File: src/rtl/slcd_pkg.sv
package slcd_pkg;

    localparam int QUEUE_DEPTH = 4;

    localparam logic [7:0]  SYNC_RESET   = 8'hAA;
    localparam logic [15:0] MAXLEN_RESET = 16'd256;
    localparam logic [15:0] CRC_INIT     = 16'hFFFF;
    localparam logic [15:0] CRC_POLY     = 16'h1021;

    // result kinds on m_tuser
    localparam logic [1:0] KIND_PAYLOAD = 2'd0;
    localparam logic [1:0] KIND_GOOD    = 2'd1;
    localparam logic [1:0] KIND_CRC_BAD = 2'd2;
    localparam logic [1:0] KIND_LEN_ERR = 2'd3;

    // commands from the parser to the back end
    localparam logic [1:0] OP_PAYLOAD = 2'd0;
    localparam logic [1:0] OP_CHECK   = 2'd1;
    localparam logic [1:0] OP_LEN_ERR = 2'd2;

    typedef struct packed {
        logic [1:0]  op;
        logic [7:0]  data;
        logic [15:0] length;
        logic [15:0] rcrc;
    } slcd_cmd_t;

    typedef struct packed {
        logic [7:0]  sync_byte;
        logic [15:0] max_payload_len;
    } slcd_cfg_t;

    typedef struct packed {
        logic full;
        logic empty;
    } slcd_qstat_t;

    // CRC-16/CCITT-FALSE, one byte, MSB first
    function automatic logic [15:0] crc16_add_byte(input logic [15:0] crc,
                                                   input logic [7:0] b);
        logic [15:0] c;
        c = crc ^ {b, 8'h00};
        for (int i = 0; i < 8; i++)
        begin
            if (c[15])
                c = {c[14:0], 1'b0} ^ CRC_POLY;
            else
                c = {c[14:0], 1'b0};
        end
        return c;
    endfunction

endpackage

File: src/rtl/slcd_front.sv
module slcd_front (
    input  logic                clk,
    input  logic                rst_n,
    input  slcd_pkg::slcd_cfg_t cfg,
    input  logic                in_valid,
    output logic                in_ready,
    input  logic [7:0]          in_byte,
    input  slcd_pkg::slcd_qstat_t qstat,
    output logic                push,
    output slcd_pkg::slcd_cmd_t cmd
);

    localparam logic [2:0] PH_HUNT    = 3'd0;
    localparam logic [2:0] PH_LEN_HI  = 3'd1;
    localparam logic [2:0] PH_LEN_LO  = 3'd2;
    localparam logic [2:0] PH_PAYLOAD = 3'd3;
    localparam logic [2:0] PH_CRC_HI  = 3'd4;
    localparam logic [2:0] PH_CRC_LO  = 3'd5;

    logic [2:0]  phase_reg, phase_next;
    logic [15:0] length_reg, length_next;
    logic [15:0] count_reg, count_next;
    logic [7:0]  crc_hi_reg, crc_hi_next;
    logic        accept;
    logic [15:0] len_full;
    logic [15:0] count_plus;

    assign in_ready   = !qstat.full;
    assign accept     = in_valid && in_ready;
    assign len_full   = {length_reg[15:8], in_byte};
    assign count_plus = count_reg + 16'd1;

    always_comb
    begin
        phase_next  = phase_reg;
        length_next = length_reg;
        count_next  = count_reg;
        crc_hi_next = crc_hi_reg;
        push        = 1'b0;
        cmd         = '0;
        if (accept)
        begin
            case (phase_reg)
                PH_LEN_HI:
                begin
                    length_next = {in_byte, 8'h00};
                    phase_next  = PH_LEN_LO;
                end
                PH_LEN_LO:
                begin
                    length_next = len_full;
                    count_next  = 16'd0;
                    if (len_full > cfg.max_payload_len)
                    begin
                        push       = 1'b1;
                        cmd.op     = slcd_pkg::OP_LEN_ERR;
                        cmd.length = len_full;
                        phase_next = PH_HUNT;
                    end
                    else if (len_full == 16'd0)
                        phase_next = PH_CRC_HI;
                    else
                        phase_next = PH_PAYLOAD;
                end
                PH_PAYLOAD:
                begin
                    count_next = count_plus;
                    if (count_plus >= length_reg)
                        phase_next = PH_CRC_HI;
                    push     = 1'b1;
                    cmd.op   = slcd_pkg::OP_PAYLOAD;
                    cmd.data = in_byte;
                end
                PH_CRC_HI:
                begin
                    crc_hi_next = in_byte;
                    phase_next  = PH_CRC_LO;
                end
                PH_CRC_LO:
                begin
                    push       = 1'b1;
                    cmd.op     = slcd_pkg::OP_CHECK;
                    cmd.length = length_reg;
                    cmd.rcrc   = {crc_hi_reg, in_byte};
                    count_next = 16'd0;
                    phase_next = PH_HUNT;
                end
                default:
                begin
                    // hunting; stray codes behave the same
                    if (in_byte == cfg.sync_byte)
                    begin
                        phase_next = PH_LEN_HI;
                        count_next = 16'd0;
                    end
                    else
                        phase_next = PH_HUNT;
                end
            endcase
        end
    end

    always_ff @(posedge clk or negedge rst_n)
    begin
        if (!rst_n)
        begin
            phase_reg  <= PH_HUNT;
            length_reg <= 16'd0;
            count_reg  <= 16'd0;
            crc_hi_reg <= 8'd0;
        end
        else
        begin
            phase_reg  <= phase_next;
            length_reg <= length_next;
            count_reg  <= count_next;
            crc_hi_reg <= crc_hi_next;
        end
    end

endmodule

File: src/rtl/slcd_queue.sv
module slcd_queue #(
    parameter int DEPTH = slcd_pkg::QUEUE_DEPTH
) (
    input  logic                  clk,
    input  logic                  rst_n,
    input  logic                  push,
    input  slcd_pkg::slcd_cmd_t   wr_cmd,
    input  logic                  pop,
    output slcd_pkg::slcd_cmd_t   rd_cmd,
    output slcd_pkg::slcd_qstat_t qstat
);

    localparam int PTR_W = (DEPTH > 1) ? $clog2(DEPTH) : 1;
    localparam int CNT_W = $clog2(DEPTH + 1);
    localparam logic [PTR_W-1:0] PTR_LAST = PTR_W'(DEPTH - 1);
    localparam logic [CNT_W-1:0] CNT_FULL = CNT_W'(DEPTH);

    slcd_pkg::slcd_cmd_t entries [DEPTH];
    logic [PTR_W-1:0] wr_ptr_reg, rd_ptr_reg;
    logic [CNT_W-1:0] count_reg;

    assign qstat.full  = (count_reg == CNT_FULL);
    assign qstat.empty = (count_reg == '0);
    assign rd_cmd      = entries[rd_ptr_reg];

    always_ff @(posedge clk)
    begin
        if (push)
            entries[wr_ptr_reg] <= wr_cmd;
    end

    always_ff @(posedge clk or negedge rst_n)
    begin
        if (!rst_n)
        begin
            wr_ptr_reg <= '0;
            rd_ptr_reg <= '0;
            count_reg  <= '0;
        end
        else
        begin
            if (push)
                wr_ptr_reg <= (wr_ptr_reg == PTR_LAST) ? '0 : wr_ptr_reg + 1'b1;
            if (pop)
                rd_ptr_reg <= (rd_ptr_reg == PTR_LAST) ? '0 : rd_ptr_reg + 1'b1;
            if (push && !pop)
                count_reg <= count_reg + 1'b1;
            else if (pop && !push)
                count_reg <= count_reg - 1'b1;
        end
    end

endmodule

File: src/rtl/slcd_back.sv
module slcd_back (
    input  logic                  clk,
    input  logic                  rst_n,
    input  slcd_pkg::slcd_cmd_t   cmd,
    input  slcd_pkg::slcd_qstat_t qstat,
    output logic                  pop,
    output logic                  out_valid,
    input  logic                  out_ready,
    output logic [1:0]            out_kind,
    output logic [55:0]           out_data
);

    logic [15:0] crc_reg, crc_next;
    logic        valid_reg;
    logic [1:0]  kind_reg, kind_next;
    logic [55:0] data_reg, data_next;
    logic [15:0] crc_upd;

    assign pop       = !qstat.empty && (!valid_reg || out_ready);
    assign crc_upd   = slcd_pkg::crc16_add_byte(crc_reg, cmd.data);
    assign out_valid = valid_reg;
    assign out_kind  = kind_reg;
    assign out_data  = data_reg;

    // data layout: computed_crc, received_crc, frame_length, payload_byte
    always_comb
    begin
        crc_next  = crc_reg;
        kind_next = slcd_pkg::KIND_PAYLOAD;
        data_next = '0;
        case (cmd.op)
            slcd_pkg::OP_PAYLOAD:
            begin
                crc_next  = crc_upd;
                kind_next = slcd_pkg::KIND_PAYLOAD;
                data_next = {48'd0, cmd.data};
            end
            slcd_pkg::OP_CHECK:
            begin
                crc_next  = slcd_pkg::CRC_INIT;
                kind_next = (cmd.rcrc == crc_reg) ? slcd_pkg::KIND_GOOD
                                                  : slcd_pkg::KIND_CRC_BAD;
                data_next = {crc_reg, cmd.rcrc, cmd.length, 8'd0};
            end
            default:
            begin
                crc_next  = slcd_pkg::CRC_INIT;
                kind_next = slcd_pkg::KIND_LEN_ERR;
                data_next = {32'd0, cmd.length, 8'd0};
            end
        endcase
    end

    always_ff @(posedge clk or negedge rst_n)
    begin
        if (!rst_n)
        begin
            crc_reg   <= slcd_pkg::CRC_INIT;
            valid_reg <= 1'b0;
        end
        else
        begin
            if (pop)
            begin
                crc_reg   <= crc_next;
                valid_reg <= 1'b1;
            end
            else if (out_ready)
                valid_reg <= 1'b0;
        end
    end

    always_ff @(posedge clk)
    begin
        if (pop)
        begin
            kind_reg <= kind_next;
            data_reg <= data_next;
        end
    end

endmodule

File: src/rtl/sync_length_crc16_deframer_top.sv
// Frame receiver: sync byte, 16-bit big-endian length, payload, CRC-16 (CCITT-FALSE).
// Input stream: one link byte per transaction on s_tdata. Output stream: one
// result per transaction, kind on m_tuser (payload byte, frame good, CRC
// mismatch, length too large), fields on m_tdata. A frame with a bad verdict
// must be discarded by the receiver; its payload has already gone out.
// APB registers: 0x0 sync byte, 0x4 max payload length. Write only when idle.
// Throughput: one byte per cycle while the command queue has room. The parser
// classifies a byte in its cycle of arrival; the back end folds a payload byte
// into the CRC as it pops the command. Each result passes through the command
// queue and the output register, where a stalled m_tready can hold it.
// A stalled m_tready fills the command queue (QUEUE_DEPTH entries) plus the
// output register; s_tready drops only when the queue is full.
// Reset: parser hunts for sync, CRC at 0xFFFF, queue empty, registers to
// 0xAA and 256; no clearing pass is needed.
module sync_length_crc16_deframer_top #(
    parameter int QUEUE_DEPTH = slcd_pkg::QUEUE_DEPTH
) (
    input  logic        clk,
    input  logic        rst_n,
    input  logic        psel,
    input  logic        penable,
    input  logic        pwrite,
    input  logic [2:0]  paddr,
    input  logic [31:0] pwdata,
    output logic [31:0] prdata,
    output logic        pready,
    input  logic        s_tvalid,
    output logic        s_tready,
    input  logic [7:0]  s_tdata,   // [7:0] rx_byte
    output logic        m_tvalid,
    input  logic        m_tready,
    output logic [55:0] m_tdata,   // [7:0] payload_byte, [23:8] frame_length,
                                   // [39:24] received_crc, [55:40] computed_crc
    output logic [1:0]  m_tuser    // [1:0] kind
);

    slcd_pkg::slcd_cfg_t   cfg_reg;
    slcd_pkg::slcd_cmd_t   push_cmd, pop_cmd;
    slcd_pkg::slcd_qstat_t qstat;
    logic                  push, pop;
    logic                  wr_en;

    assign pready = 1'b1;
    assign wr_en  = psel && penable && pwrite && pready;

    always_ff @(posedge clk or negedge rst_n)
    begin
        if (!rst_n)
        begin
            cfg_reg.sync_byte       <= slcd_pkg::SYNC_RESET;
            cfg_reg.max_payload_len <= slcd_pkg::MAXLEN_RESET;
        end
        else if (wr_en)
        begin
            if (paddr[2])
                cfg_reg.max_payload_len <= pwdata[15:0];
            else
                cfg_reg.sync_byte <= pwdata[7:0];
        end
    end

    always_comb
    begin
        if (paddr[1:0] != 2'b00)
            prdata = 32'd0;
        else if (paddr[2])
            prdata = {16'd0, cfg_reg.max_payload_len};
        else
            prdata = {24'd0, cfg_reg.sync_byte};
    end

    slcd_front u_front (
        .clk      (clk),
        .rst_n    (rst_n),
        .cfg      (cfg_reg),
        .in_valid (s_tvalid),
        .in_ready (s_tready),
        .in_byte  (s_tdata),
        .qstat    (qstat),
        .push     (push),
        .cmd      (push_cmd)
    );

    slcd_queue #(
        .DEPTH (QUEUE_DEPTH)
    ) u_queue (
        .clk    (clk),
        .rst_n  (rst_n),
        .push   (push),
        .wr_cmd (push_cmd),
        .pop    (pop),
        .rd_cmd (pop_cmd),
        .qstat  (qstat)
    );

    slcd_back u_back (
        .clk       (clk),
        .rst_n     (rst_n),
        .cmd       (pop_cmd),
        .qstat     (qstat),
        .pop       (pop),
        .out_valid (m_tvalid),
        .out_ready (m_tready),
        .out_kind  (m_tuser),
        .out_data  (m_tdata)
    );

    a_no_overflow: assert property (@(posedge clk) disable iff (!rst_n)
        !(push && qstat.full))
        else $error("command queue overflow");

    a_no_underflow: assert property (@(posedge clk) disable iff (!rst_n)
        !(pop && qstat.empty))
        else $error("command queue underflow");

    a_payload_fields: assert property (@(posedge clk) disable iff (!rst_n)
        (m_tvalid && m_tuser == slcd_pkg::KIND_PAYLOAD) |-> (m_tdata[55:8] == 48'd0))
        else $error("payload result carries verdict fields");

    a_len_err_fields: assert property (@(posedge clk) disable iff (!rst_n)
        (m_tvalid && m_tuser == slcd_pkg::KIND_LEN_ERR)
            |-> (m_tdata[55:24] == 32'd0 && m_tdata[7:0] == 8'd0))
        else $error("length error result carries CRC or payload fields");

endmodule

File: config.mk
export PLATFORM = sky130hd
export DESIGN_NAME = sync_length_crc16_deframer_top
export DESIGN_NICKNAME = d
export VERILOG_FILES = /design/src/rtl/slcd_pkg.sv /design/src/rtl/slcd_front.sv /design/src/rtl/slcd_queue.sv /design/src/rtl/slcd_back.sv /design/src/rtl/sync_length_crc16_deframer_top.sv
export SDC_FILE = /design/constraint.sdc
export NUM_CORES = 1
export LEC_CHECK = 0
export BUFFER_PORTS_ARGS = -buffer_cell sky130_fd_sc_hd__buf_2
export CAP_MARGIN = 20
export CORE_MARGIN = 2
export CORE_UTILIZATION = 46
export DETAILED_ROUTE_END_ITERATION = 16
export HOLD_SLACK_MARGIN = 0.06
export PLACE_DENSITY = 0.7
export SLEW_MARGIN = 20
export SYNTH_ARGS = -nofsm -noshare
export SYNTH_HDL_FRONTEND = slang
export SYNTH_SLANG_ARGS = --single-unit
File: constraint.sdc
create_clock -name clk -period 6.32 [get_ports clk]
set_input_delay 0.316 -clock clk [delete_from_list [all_inputs] [get_ports clk]]
set_output_delay 0.316 -clock clk [all_outputs]
set_load 0.005 [all_outputs]
==> results of run 1 <==
per-layer routing:
metal	vias up	routed length (um)
met1	4171	13000
li1	3934	-
met4	0	787
met2	270	13800
met3	64	1660
met5	-	0
layout by cell type (no fill, tap or decap), types with 12 or more instances in the layout:
cell type,Yosys,layout
nor2b_1,24,20
clkbuf_16,0,35
o31ai_1,14,14
xor2_1,34,34
mux4_2,26,26
buf_2,12,108
a22o_1,13,13
mux2i_1,40,40
nand4_1,12,12
ha_1,39,39
dfstp_2,21,21
conb_1,2,17
inv_1,40,40
edfxtp_1,226,226
mux2_2,50,50
dlygate4sd3_1,0,18
and3_1,13,13
xnor2_1,22,22
and2_1,50,50
dfrtp_1,70,68
nor3_1,16,15
buf_4,20,12
o21ai_0,27,27
a21oi_1,22,22
nor2_1,50,49
nand2_1,46,46
worst register-to-register path: cells and delay by family (launching register included):
family	cells	cell delay, ns
compound gates	2	0.51
buf+inv	2	0.48
flops	1	0.54
fa+ha+maj	1	0.27
simple gates	4	1.56
cells by family (layout without fill, tap and decap cells):
family / Yosys count / in the layout / share of synthesized area (%)
XOR/XNOR: 64 / 64 / 4.39
other: 2 / 17 / 0.0522
adder cells (fa/ha/maj): 40 / 40 / 3.53
buffers and inverters: 106 / 239 / 3.51
AO/OA/AOI/OAI: 119 / 119 / 5.48
multiplexers: 116 / 116 / 10.8
flip-flops: 317 / 317 / 63.2
AND/OR/NAND/NOR: 247 / 247 / 9.08
stage by stage:
stage | cells | hold WS (ns) | power (W) | setup slack (ns)
2_1_floorplan | 1026 | 0.0204 | 0.00464 | 2.16
3_3_place_gp | 1477 | 0.393 | 0.00524 | 2.60
3_5_place_dp | 1477 | 0.387 | 0.00531 | 2.58
5_1_grt | 1555 | 0.184 | 0.00763 | 2.34
6_report | 1555 | 0.184 | 0.00722 | 2.62
4_1_cts | 1555 | 0.165 | 0.00728 | 2.57
worst min path at each step:
stage               start                           endpoint  slack (ns)  cells after the start
5_1_grt        s_tdata[2]  u_front.length_reg[2]$_DFFE_PN0P_        0.18                      3
6_report       s_tdata[0]  u_front.length_reg[8]$_DFFE_PN0P_        0.18                      3
3_3_place_gp        rst_n   u_front.count_reg[9]$_DFFE_PN0P_        0.39                      1
3_5_place_dp        rst_n   u_front.count_reg[8]$_DFFE_PN0P_        0.39                      1
2_1_floorplan       rst_n             cfg_reg[0]$_DFFE_PN0P_        0.02                      0
4_1_cts        s_tdata[0]  u_front.length_reg[8]$_DFFE_PN0P_        0.17                      3
final cells by class:
type,instances,area share (%)
multi-input combinational,603,29.6
clock buffer,41,5.43
timing repair buffer,138,4.90
sequential,317,55.0
clock inverter,19,1.18
tap,396,3.00
inverter,41,0.930
where the power goes:
part	switching [W]	total, W	internal (W)
clock network	0.000808	0.00196	0.00115
logic	0.00118	0.00216	0.000983
registers	0.000305	0.00311	0.00280
total	0.00229	0.00722	0.00493
repair_timing:
| action | CTS | global route |
|---|---|---|
| hold buffers | 18 | 0 |
| gates resized for setup | 0 | 0 |
| buffers inserted | 0 | 0 |
| endpoints found under the hold margin | 63 | 0 |
==> metrics.yaml, run 1 <==
criticalPathCategory: "reg2reg"
hold_viol: 0
die-area_um2: 32700
skew_ns: 0.0208
post-route-util_pct: 53.9
drc_errors: 0
synth_ff_type: "edfxtp_1"
grt_busiest_layer: "met2"
globalRouteOverflowTotal: 0
netlist.area_leader.share_pct: 47.2
drive_gt1_share_pct: 24.9
fin_area_um2: 16500
maxCapViolations: 0
num_vias: 8439
endpoint: "u_queue.entries[3][30]$_DFFE_PP_"
status: "finished clean"
r2r_start: "cfg_reg[8]$_DFFE_PN1P_"
layout_min_cycle_time_ns: 3.70
max-vdd-ir-drop_mv: 0.201
io_buffers: 109
synth_seq_cells: 317
crit_fanout: 23
cp_slowest_cell: "nor2b_4"
use_met2_pct: 29.6
worst_setup_path_start_kind: "register"
cp.depth: 9
cts_made_buffers: 34
insertedDiodeCount: 0
yosysMostFrequentCell: "edfxtp_1"
firstDrtPassIters: 5
syn_area_um2: 14400
fin_nets: 1225
areaGrowthSynthToFinish_pct: 15.0
synthTopCellsByCount: "edfxtp_1 (226), dfrtp_1 (70), and2_1 (50), mux2_2 (50), nor2_1 (50)"
synth_cells: 1011
avgSynthCellArea_um2: 14.2
cts_tree: "done"
synth-edff-count: 226
cts_sinks: 317
placed_cell_area_um2: 15300
cts_root_buffer: "clkbuf_16"
multi_input_area_um2: 4890
cp-end-kind: "register"
seq_area_frac_synth_pct: 63.2
die_height_um: 181
r2r_end: "u_queue.entries[3][30]$_DFFE_PP_"
final-seq-area_um2: 9090
rows: 64
use_met3_pct: 3.04
max_freq_mhz: 270
ys_top_cells_by_area: "edfxtp_1 (47%), dfrtp_1 (12%), mux4_2 (4.1%)"
worstPathArrival_ns: 3.89
largest_reg_flops: 168
ys_async_sr_fraction_pct: 28.7
htreeDepth: 2
dp_hpwl_mm: 19.0
place.gp.congestion: 0.817
critPathTopFamily: "simple AND/OR/NAND/NOR gates"
drt-vias-per-instance: 5.43
power.density_nw_per_um2: 437
initial_core_util_pct: 46.9
path_cells: "inv_1 -> ha_1 -> nand4_1 -> nor4_1 -> a21boi_1 -> or3_1 -> a21oi_2 -> nor2b_4 -> buf_4"
grt_pass1_vias: 8536
worst_hold_path_type: "in2reg"
maxSlewViolCount: 0
fillers: 2522
insertion_delay_ns: 0.52
leakagePower_nw: 6.59
grt_max_degree: 80
antenna_found_initial: 1
grt_pass1_wl_mm: 46.5
crit_buf_inv: 2
use_met1_pct: 24.4
setup_tns_ns: 0
r2r_setup_slack_ns: 2.62
cp_data_required_time_ns: 6.50
worstRegToRegCells: 9
max_stage_delay_ns: 0.69
worst_pin_slew_ns: 0.994
ios: 143
synth_area_leader_cell: "edfxtp_1"
drt_iter0_drc: 519
period_share_pct: 58.6
wl_per_cell_um: 18.8
setup_viol: 0
rsz0062_at_grt: "false"
core-area_um2: 30700
die_w_um: 181
ys_warn_count: 0
clock_path_buffers: 3
relSlewSlack_pct: 33.5
crit_start: "cfg_reg[8]$_DFFE_PN1P_"
wirelength_mm: 29.3
synth_cell_types: 65
ant_nets: 0
clkTransAtPathRegs_ns: 0.06
grt_usage_pct: 18.0
(Power assumes the default switching activity.)
==> inputs of run 2 (changes only) <==
--- a/config.mk
+++ b/config.mk
@@ -5,13 +5,14 @@
 export SDC_FILE = /design/constraint.sdc
 export NUM_CORES = 1
 export LEC_CHECK = 0
+export ABC_AREA = 1
 export BUFFER_PORTS_ARGS = -buffer_cell sky130_fd_sc_hd__buf_2
 export CAP_MARGIN = 20
 export CORE_MARGIN = 2
 export CORE_UTILIZATION = 46
 export DETAILED_ROUTE_END_ITERATION = 16
 export HOLD_SLACK_MARGIN = 0.06
-export PLACE_DENSITY = 0.7
+export PLACE_DENSITY = 0.72
 export SLEW_MARGIN = 20
 export SYNTH_ARGS = -nofsm -noshare
 export SYNTH_HDL_FRONTEND = slang
==> constraint.sdc (replaced) <==
create_clock -name clk -period 3.4 [get_ports clk]
set_input_delay 0.17 -clock clk [delete_from_list [all_inputs] [get_ports clk]]
set_output_delay 0.17 -clock clk [all_outputs]
set_load 0.005 [all_outputs]
==> metrics.yaml, run 2 <==
max_freq_mhz: 323  # was 270 MHz
pwr-share-seq_pct: 38.3  # was 43.0%
drive_gt1_share_pct: 14.7  # was 24.9%
endpoint: "u_queue.count_reg[2]$_DFFE_PN0P_"  # was u_queue.entries[3][30]$_DFFE_PP_
synthAdderAreaFrac_pct: 3.46  # was 3.53%
status: "finished clean"  # unchanged
r2r_setup_slack_ns: 0.30  # was 2.62 ns
syn_area_um2: 14700  # was 14400 um2
netlist.area_leader.share_pct: 46.2  # was 47.2%
clkTransAtPathRegs_ns: 0.07  # was 0.06 ns
insertedDiodeCount: 0  # unchanged
pre_cts_ws_ns: 0.315  # was 2.58 ns
p_switching_w: 0.00525  # was 0.00229 W
largest_reg_flops: 168  # unchanged
firstDrtPassIters: 7  # was 5
grt_pass1_wl_mm: 52.8  # was 46.5 mm
place.gp.congestion: 0.895  # was 0.817
wirelength_mm: 32.9  # was 29.3 mm
globalRouteOverflowTotal: 0  # unchanged
final_common_cell: "nand2_1"  # was edfxtp_1
avgSynthCellArea_um2: 10.0  # was 14.2 um2
grt_usage_pct: 19.9  # was 18.0%
die_w_um: 183  # was 181 um
max_stage_delay_ns: 0.51  # was 0.69 ns
areaGrowthSynthToFinish_pct: 15.4  # was 15.0%
placed_cell_area_um2: 15600  # was 15300 um2
grt_pass1_vias: 10300  # was 8536
synth_compound_area_share_pct: 6.48  # was 5.48%
synth_seq_cells: 317  # unchanged
setup_tns_ns: 0  # unchanged
power_frac_clock_pct: 27.3  # was 27.1%
dp_hpwl_mm: 22.1  # was 19.0 mm
cp.depth: 16  # was 9
core-area_um2: 31500  # was 30700 um2
num_vias: 10500  # was 8439
seq_area_frac_synth_pct: 61.9  # was 63.2%
synth_area_leader_cell: "edfxtp_1"  # unchanged
fin_area_um2: 16900  # was 16500 um2
synth_ff_type: "edfxtp_1"  # unchanged
power.density_nw_per_um2: 853  # was 437 nW/um2
post-route-util_pct: 53.8  # was 53.9%
io_buffers: 109  # unchanged
maxSlewViolCount: 0  # unchanged
drt_iter0_drc: 849  # was 519
path_cells: "inv_1 -> ha_1 -> nand4_1 -> nor3_1 -> nand2_1 -> nand2_1 -> nand3_1 -> nand3_1 -> nand2_1 -> inv_1 -> ha_1 -> inv_1 -> fa_1 -> a21oi_1 -> o21ai_0 -> xor2_1"  # was inv_1 -> ha_1 -> nand4_1 -> nor4_1 -> a21boi_1 -> or3_1 -> a21oi_2 -> nor2b_4 -> buf_4
r2r_start: "cfg_reg[8]$_DFFE_PN1P_"  # unchanged
worstRegToRegCells: 16  # was 9
grt_max_degree: 71  # was 80
leakagePower_nw: 7.53  # was 6.59 nW
fin_nets: 1673  # was 1225
setup_viol: 0  # unchanged
cts_made_buffers: 35  # was 34
worst_setup_path_start_kind: "register"  # unchanged
p_int_w: 0.00921  # was 0.00493 W
htreeDepth: 2  # unchanged
hold_viol: 0  # unchanged
cts.repair.resized: 0  # unchanged
worstPathArrival_ns: 3.47  # was 3.89 ns
rsz0062_at_grt: "false"  # unchanged
cts_root_buffer: "clkbuf_16"  # unchanged
ys_async_sr_fraction_pct: 28.7  # unchanged
crit_fanout: 4  # was 23
worst_hold_path_type: "in2reg"  # unchanged
setup_ws_ns: 0.299  # was 2.62 ns
pwr-share-comb_pct: 34.4  # was 29.9%
crit_buf_inv: 3  # was 2
wl_per_cell_um: 16.4  # was 18.8 um
synthMuxAreaShare_pct: 0  # was 10.8%
die-area_um2: 33300  # was 32700 um2
drt-vias-per-instance: 5.22  # was 5.43
maxCapViolations: 0  # unchanged
cp_slowest_cell: "dfstp_2"  # was nor2b_4
antenna_found_initial: 0  # was 1
ant_nets: 0  # unchanged
fillers: 2686  # was 2522
cp-end-kind: "register"  # unchanged
criticalPathCategory: "reg2reg"  # unchanged
cts_tree: "done"  # unchanged
synth_cell_types: 43  # was 65
yosysMostFrequentCell: "nand2_1"  # was edfxtp_1
max-vdd-ir-drop_mv: 0.383  # was 0.201 mV
rows: 65  # was 64
synth-edff-count: 226  # unchanged
critPathTopFamily: "simple AND/OR/NAND/NOR gates"  # unchanged
die_height_um: 183  # was 181 um
synth_cells: 1461  # was 1011
cts_hold_buf: 18  # unchanged
cp_data_required_time_ns: 3.77  # was 6.50 ns
r2r_end: "u_queue.count_reg[2]$_DFFE_PN0P_"  # was u_queue.entries[3][30]$_DFFE_PP_
post-cts-setup-buffers: 0  # unchanged
ys_top_cells_by_area: "edfxtp_1 (46%), dfrtp_1 (12%), nand2_1 (9.0%)"  # was edfxtp_1 (47%), dfrtp_1 (12%), mux4_2 (4.1%)
worst_pin_slew_ns: 0.947  # was 0.994 ns
cts_sinks: 317  # unchanged
synth_top_family_by_area: "simple AND/OR/NAND/NOR gates"  # was multiplexers
layout_min_cycle_time_ns: 3.10  # was 3.70 ns
ys_warn_count: 0  # unchanged
drc_errors: 0  # unchanged
initial_core_util_pct: 46.6  # was 46.9%
clock_path_buffers: 3  # unchanged
period_share_pct: 91.2  # was 58.6%
final_cell_mix: "nand2_1 (352), edfxtp_1 (226), inv_1 (158)"  # was edfxtp_1 (226), buf_2 (108), dfrtp_1 (68)
insertion_delay_ns: 0.51  # was 0.52 ns
crit_start: "cfg_reg[8]$_DFFE_PN1P_"  # unchanged
synth-simple-area-share_pct: 18.4  # was 9.08%
switching_share_pct: 36.3  # was 31.7%
relSlewSlack_pct: 36.9  # was 33.5%
ios: 143  # unchanged
synthTopCellsByCount: "nand2_1 (352), edfxtp_1 (226), inv_1 (158)"  # was edfxtp_1 (226), dfrtp_1 (70), and2_1 (50), mux2_2 (50), nor2_1 (50)
synthXorXnorAreaFrac_pct: 2.37  # was 4.39%
skew_ns: 0.0224  # was 0.0208 ns
## run 2: worst min-delay path by stage
stage,startpoint,end,slack [ns],cells past startpoint
global route,s_tdata[4],u_front.length_reg[4]$_DFFE_PN0P_,0.09,3
global placement,rst_n,u_queue.wr_ptr_reg[1]$_DFFE_PN0P_,0.36,1
detailed placement,rst_n,u_queue.wr_ptr_reg[1]$_DFFE_PN0P_,0.36,1
CTS,s_tdata[4],u_front.length_reg[4]$_DFFE_PN0P_,0.09,3
finish,s_tdata[4],u_front.length_reg[4]$_DFFE_PN0P_,0.11,3
floorplan,rst_n,cfg_reg[0]$_DFFE_PN0P_,-0.13,0
## run 2: worst reg2reg max path: stages, from the launching register on
cell     delay [ns]
dfstp_2        0.51
inv_1          0.06
ha_1           0.28
nand4_1        0.08
nor3_1         0.29
nand2_1        0.10
nand2_1        0.08
nand3_1        0.17
nand3_1        0.21
nand2_1        0.10
inv_1          0.07
ha_1           0.14
inv_1          0.06
fa_1           0.39
a21oi_1        0.16
o21ai_0        0.11
xor2_1         0.15
## run 2: area by class of cell
class / count / area [um2] / share of cell area [%]
Sequential cell: 317 / 9090 / 53.7
Multi-Input combinational cell: 920 / 4620 / 27.3
Clock buffer: 45 / 943 / 5.57
Timing Repair Buffer: 143 / 898 / 5.30
Inverter: 166 / 626 / 3.69
Tap cell: 402 / 503 / 2.97
Clock inverter: 17 / 259 / 1.53
## run 2: metrics by stage
| stage | cells | total power, W | hold slack (ns) |
|---|---|---|---|
| floorplan | 1476 | 0.00910 | -0.126 |
| global placement | 1930 | 0.0104 | 0.357 |
| detailed placement | 1930 | 0.0106 | 0.363 |
| CTS | 2010 | 0.0145 | 0.0854 |
| global route | 2010 | 0.0155 | 0.0927 |
| finish | 2010 | 0.0145 | 0.115 |
## run 2: logic make-up (layout without fill, tap and decap cells)
logic type	Yosys count	count (layout)
and+or+nand+nor	651	651
DFF	317	317
buffers and inverters	239	371
AOI/OAI and AO/OA	174	174
adders and majority gates	40	40
xor gates and xnor gates	38	38
other	2	17
## run 2: power by group through the flow
| stage | sequential (W) | clock, W | combinational [W] |
|---|---|---|---|
| floorplan | 0.00556 | 0 | 0.00354 |
| global placement | 0.00558 | 0 | 0.00481 |
| detailed placement | 0.00561 | 0 | 0.00495 |
| CTS | 0.00554 | 0.00399 | 0.00499 |
| global route | 0.00563 | 0.00418 | 0.00565 |
| finish | 0.00554 | 0.00395 | 0.00497 |
## run 2: routing by layer
layer	routed length, um	global-route usage (%)	vias to the layer above
li1	-	-	5059
met1	13800	25.3	5028
met2	16200	33.9	321
met3	1800	3.83	87
met4	1150	7.68	0
met5	0	0	-
==> inputs of run 3 (changes only) <==
--- a/config.mk
+++ b/config.mk
@@ -9,10 +9,10 @@
 export BUFFER_PORTS_ARGS = -buffer_cell sky130_fd_sc_hd__buf_2
 export CAP_MARGIN = 20
 export CORE_MARGIN = 2
-export CORE_UTILIZATION = 46
+export CORE_UTILIZATION = 40
 export DETAILED_ROUTE_END_ITERATION = 16
 export HOLD_SLACK_MARGIN = 0.06
-export PLACE_DENSITY = 0.72
+export PLACE_DENSITY = 0.65
 export SLEW_MARGIN = 20
 export SYNTH_ARGS = -nofsm -noshare
 export SYNTH_HDL_FRONTEND = slang
==> metrics.yaml, run 3 (synthesized netlist as in run 2, its figures left out) <==
final_cell_mix: "nand2_1 (352), edfxtp_1 (226), inv_1 (158)"  # unchanged
power_w: 0.0141  # was 0.0145 W
fin_area_um2: 16900  # about the same
clock_path_buffers: 3  # unchanged
firstDrtPassIters: 5  # was 7
cts_made_buffers: 34  # was 35
leakagePower_nw: 7.49  # was 7.53 nW
post-route-util_pct: 46.6  # was 53.8%
final_common_cell: "nand2_1"  # unchanged
drt_iter0_drc: 708  # was 849
wl_per_cell_um: 15.9  # was 16.4 um
drive_gt1_share_pct: 14.9  # was 14.7%
cts_root_buffer: "clkbuf_16"  # unchanged
hold_viol: 0  # unchanged
initial_core_util_pct: 40.4  # was 46.6%
criticalPathCategory: "reg2reg"  # unchanged
insertion_delay_ns: 0.52  # was 0.51 ns
status: "finished clean"  # unchanged
pwr-share-comb_pct: 35.5  # was 34.4%
layout_min_cycle_time_ns: 3.04  # was 3.10 ns
power_frac_clock_pct: 25.7  # was 27.3%
die_height_um: 196  # was 183 um
num_vias: 10400  # was 10500
dp_hpwl_mm: 21.8  # was 22.1 mm
switching_share_pct: 36.9  # was 36.3%
drt-vias-per-instance: 4.98  # was 5.22
rsz0062_at_grt: "false"  # unchanged
max-vdd-ir-drop_mv: 0.391  # was 0.383 mV
skew_ns: 0.0258  # was 0.0224 ns
period_share_pct: 89.4  # was 91.2%
cts_sinks: 317  # unchanged
fin_nets: 1676  # was 1673
cp_data_required_time_ns: 3.77  # about the same
clkTransAtPathRegs_ns: 0.06  # was 0.07 ns
crit_fanout: 3  # was 4
cp-end-kind: "register"  # unchanged
power.density_nw_per_um2: 836  # was 853 nW/um2
setup_viol: 0  # unchanged
globalRouteOverflowTotal: 0  # unchanged
insertedDiodeCount: 0  # unchanged
worst_setup_path_start_kind: "register"  # unchanged
relSlewSlack_pct: 37.3  # was 36.9%
grt_usage_pct: 17.4  # was 19.9%
maxCapViolations: 0  # unchanged
ios: 143  # unchanged
grt_max_degree: 70  # was 71
grt_pass1_vias: 9940  # was 10300
rows: 70  # was 65
die-area_um2: 38200  # was 33300 um2
setup_ws_ns: 0.359  # was 0.299 ns
io_buffers: 109  # unchanged
worst_pin_slew_ns: 0.941  # was 0.947 ns
pwr-share-seq_pct: 38.8  # was 38.3%
wirelength_mm: 33.0  # was 32.9 mm
worst_hold_path_type: "in2reg"  # unchanged
largest_reg_flops: 168  # unchanged
placed_cell_area_um2: 15600  # about the same
worstPathArrival_ns: 3.41  # was 3.47 ns
ant_nets: 0  # unchanged
antenna_found_initial: 0  # unchanged
pre_cts_ws_ns: 0.436  # was 0.315 ns
p_int_w: 0.00893  # was 0.00921 W
drc_errors: 0  # unchanged
max_freq_mhz: 329  # was 323 MHz
cts_tree: "done"  # unchanged
core-area_um2: 36300  # was 31500 um2
maxSlewViolCount: 0  # unchanged
hold-worst-slack_ns: 0.116  # was 0.115 ns
htreeDepth: 2  # unchanged
place.gp.congestion: 0.894  # was 0.895
die_w_um: 196  # was 183 um
grt_pass1_wl_mm: 52.8  # about the same
areaGrowthSynthToFinish_pct: 15.3  # was 15.4%
p_switching_w: 0.00522  # was 0.00525 W
[run 3: changes by cell type in the layout (fill, tap and decap cells not counted), sizes merged]
| cell | change |
|---|---|
| clkinv | +3 |
| inv | -2 |
| buf | +4 |
| bufinv | -3 |
| clkbuf | -3 |
| clkinvlp | +3 |
[run 3: through the flow]
step,std cells,setup TNS (ns)
after floorplan,1476,-64.63
after global placement,2000,0
after detailed placement,2000,0
after CTS,2078,0
after global routing,2078,0
final,2078,0
[run 3: path summary, 6_finish.rpt]
check                                                   from                                  to  slack [ns]  cells after the start
setup / recovery                      cfg_reg[8]$_DFFE_PN1P_    u_queue.count_reg[2]$_DFFE_PN0P_        0.36                     16
hold / removal                                    s_tdata[5]  u_front.length_reg[13]$_DFFE_PN0P_        0.12                      3
setup reg to reg                      cfg_reg[8]$_DFFE_PN1P_    u_queue.count_reg[2]$_DFFE_PN0P_        0.36                     16
hold reg to reg            u_front.crc_hi_reg[2]$_DFFE_PN0P_   u_front.crc_hi_reg[2]$_DFFE_PN0P_        0.49                      2
max in group asynchronous                              rst_n             cfg_reg[21]$_DFFE_PN1P_        2.21                      3
min in group asynchronous                              rst_n   u_queue.rd_ptr_reg[1]$_DFFE_PN0P_        0.35                      2
[run 3: layout make-up]
| class | instances | area, um2 |
|---|---|---|
| Fill cell | 3344 | 19400 |
| Sequential cell | 317 | 9090 |
| Multi-Input combinational cell | 920 | 4620 |
| Clock buffer | 42 | 912 |
| Timing Repair Buffer | 147 | 903 |
| Inverter | 166 | 626 |
| Tap cell | 468 | 586 |
| Clock inverter | 18 | 189 |
[run 3: power groups by stage]
| stage | registers [W] | logic, W | clock network [W] |
|---|---|---|---|
| 2_1_floorplan | 0.00556 | 0.00354 | 0 |
| 3_3_place_gp | 0.00554 | 0.00488 | 0 |
| 3_5_place_dp | 0.00557 | 0.00500 | 0 |
| 4_1_cts | 0.00550 | 0.00505 | 0.00371 |
| 5_1_grt | 0.00558 | 0.00572 | 0.00387 |
| 6_report | 0.00549 | 0.00502 | 0.00363 |
[run 3: worst max-delay path: stages (launching register included)]
cell and delay [ns]:
dfstp_2 0.51, inv_1 0.06, ha_1 0.29, nand4_1 0.08
nor3_1 0.26, nand2_1 0.09, nand2_1 0.10, nand3_1 0.16
nand3_1 0.17, nand2_1 0.10, inv_1 0.09, ha_1 0.14
inv_1 0.06, fa_1 0.38, a21oi_1 0.14, o21ai_0 0.11
xor2_1 0.15
[run 3: repair_timing]
action | 4_1_cts | 5_1_grt
buffers inserted | 0 | 0
hold endpoints to repair | 85 | 0
resized for setup | 0 | 0
hold buffers | 18 | 0
[run 3: per-layer routing]
layer  up-vias  GRT usage (%)  wire [um]  part of all wire [%]
met2       362           28.1      14900                    45
li1       5045              -          -                     -
met4         0           6.76       1100                   3.3
met3        79           2.78       2010                   6.1
met1      4869           23.8      15000                    45
met5         -              0          0                     0
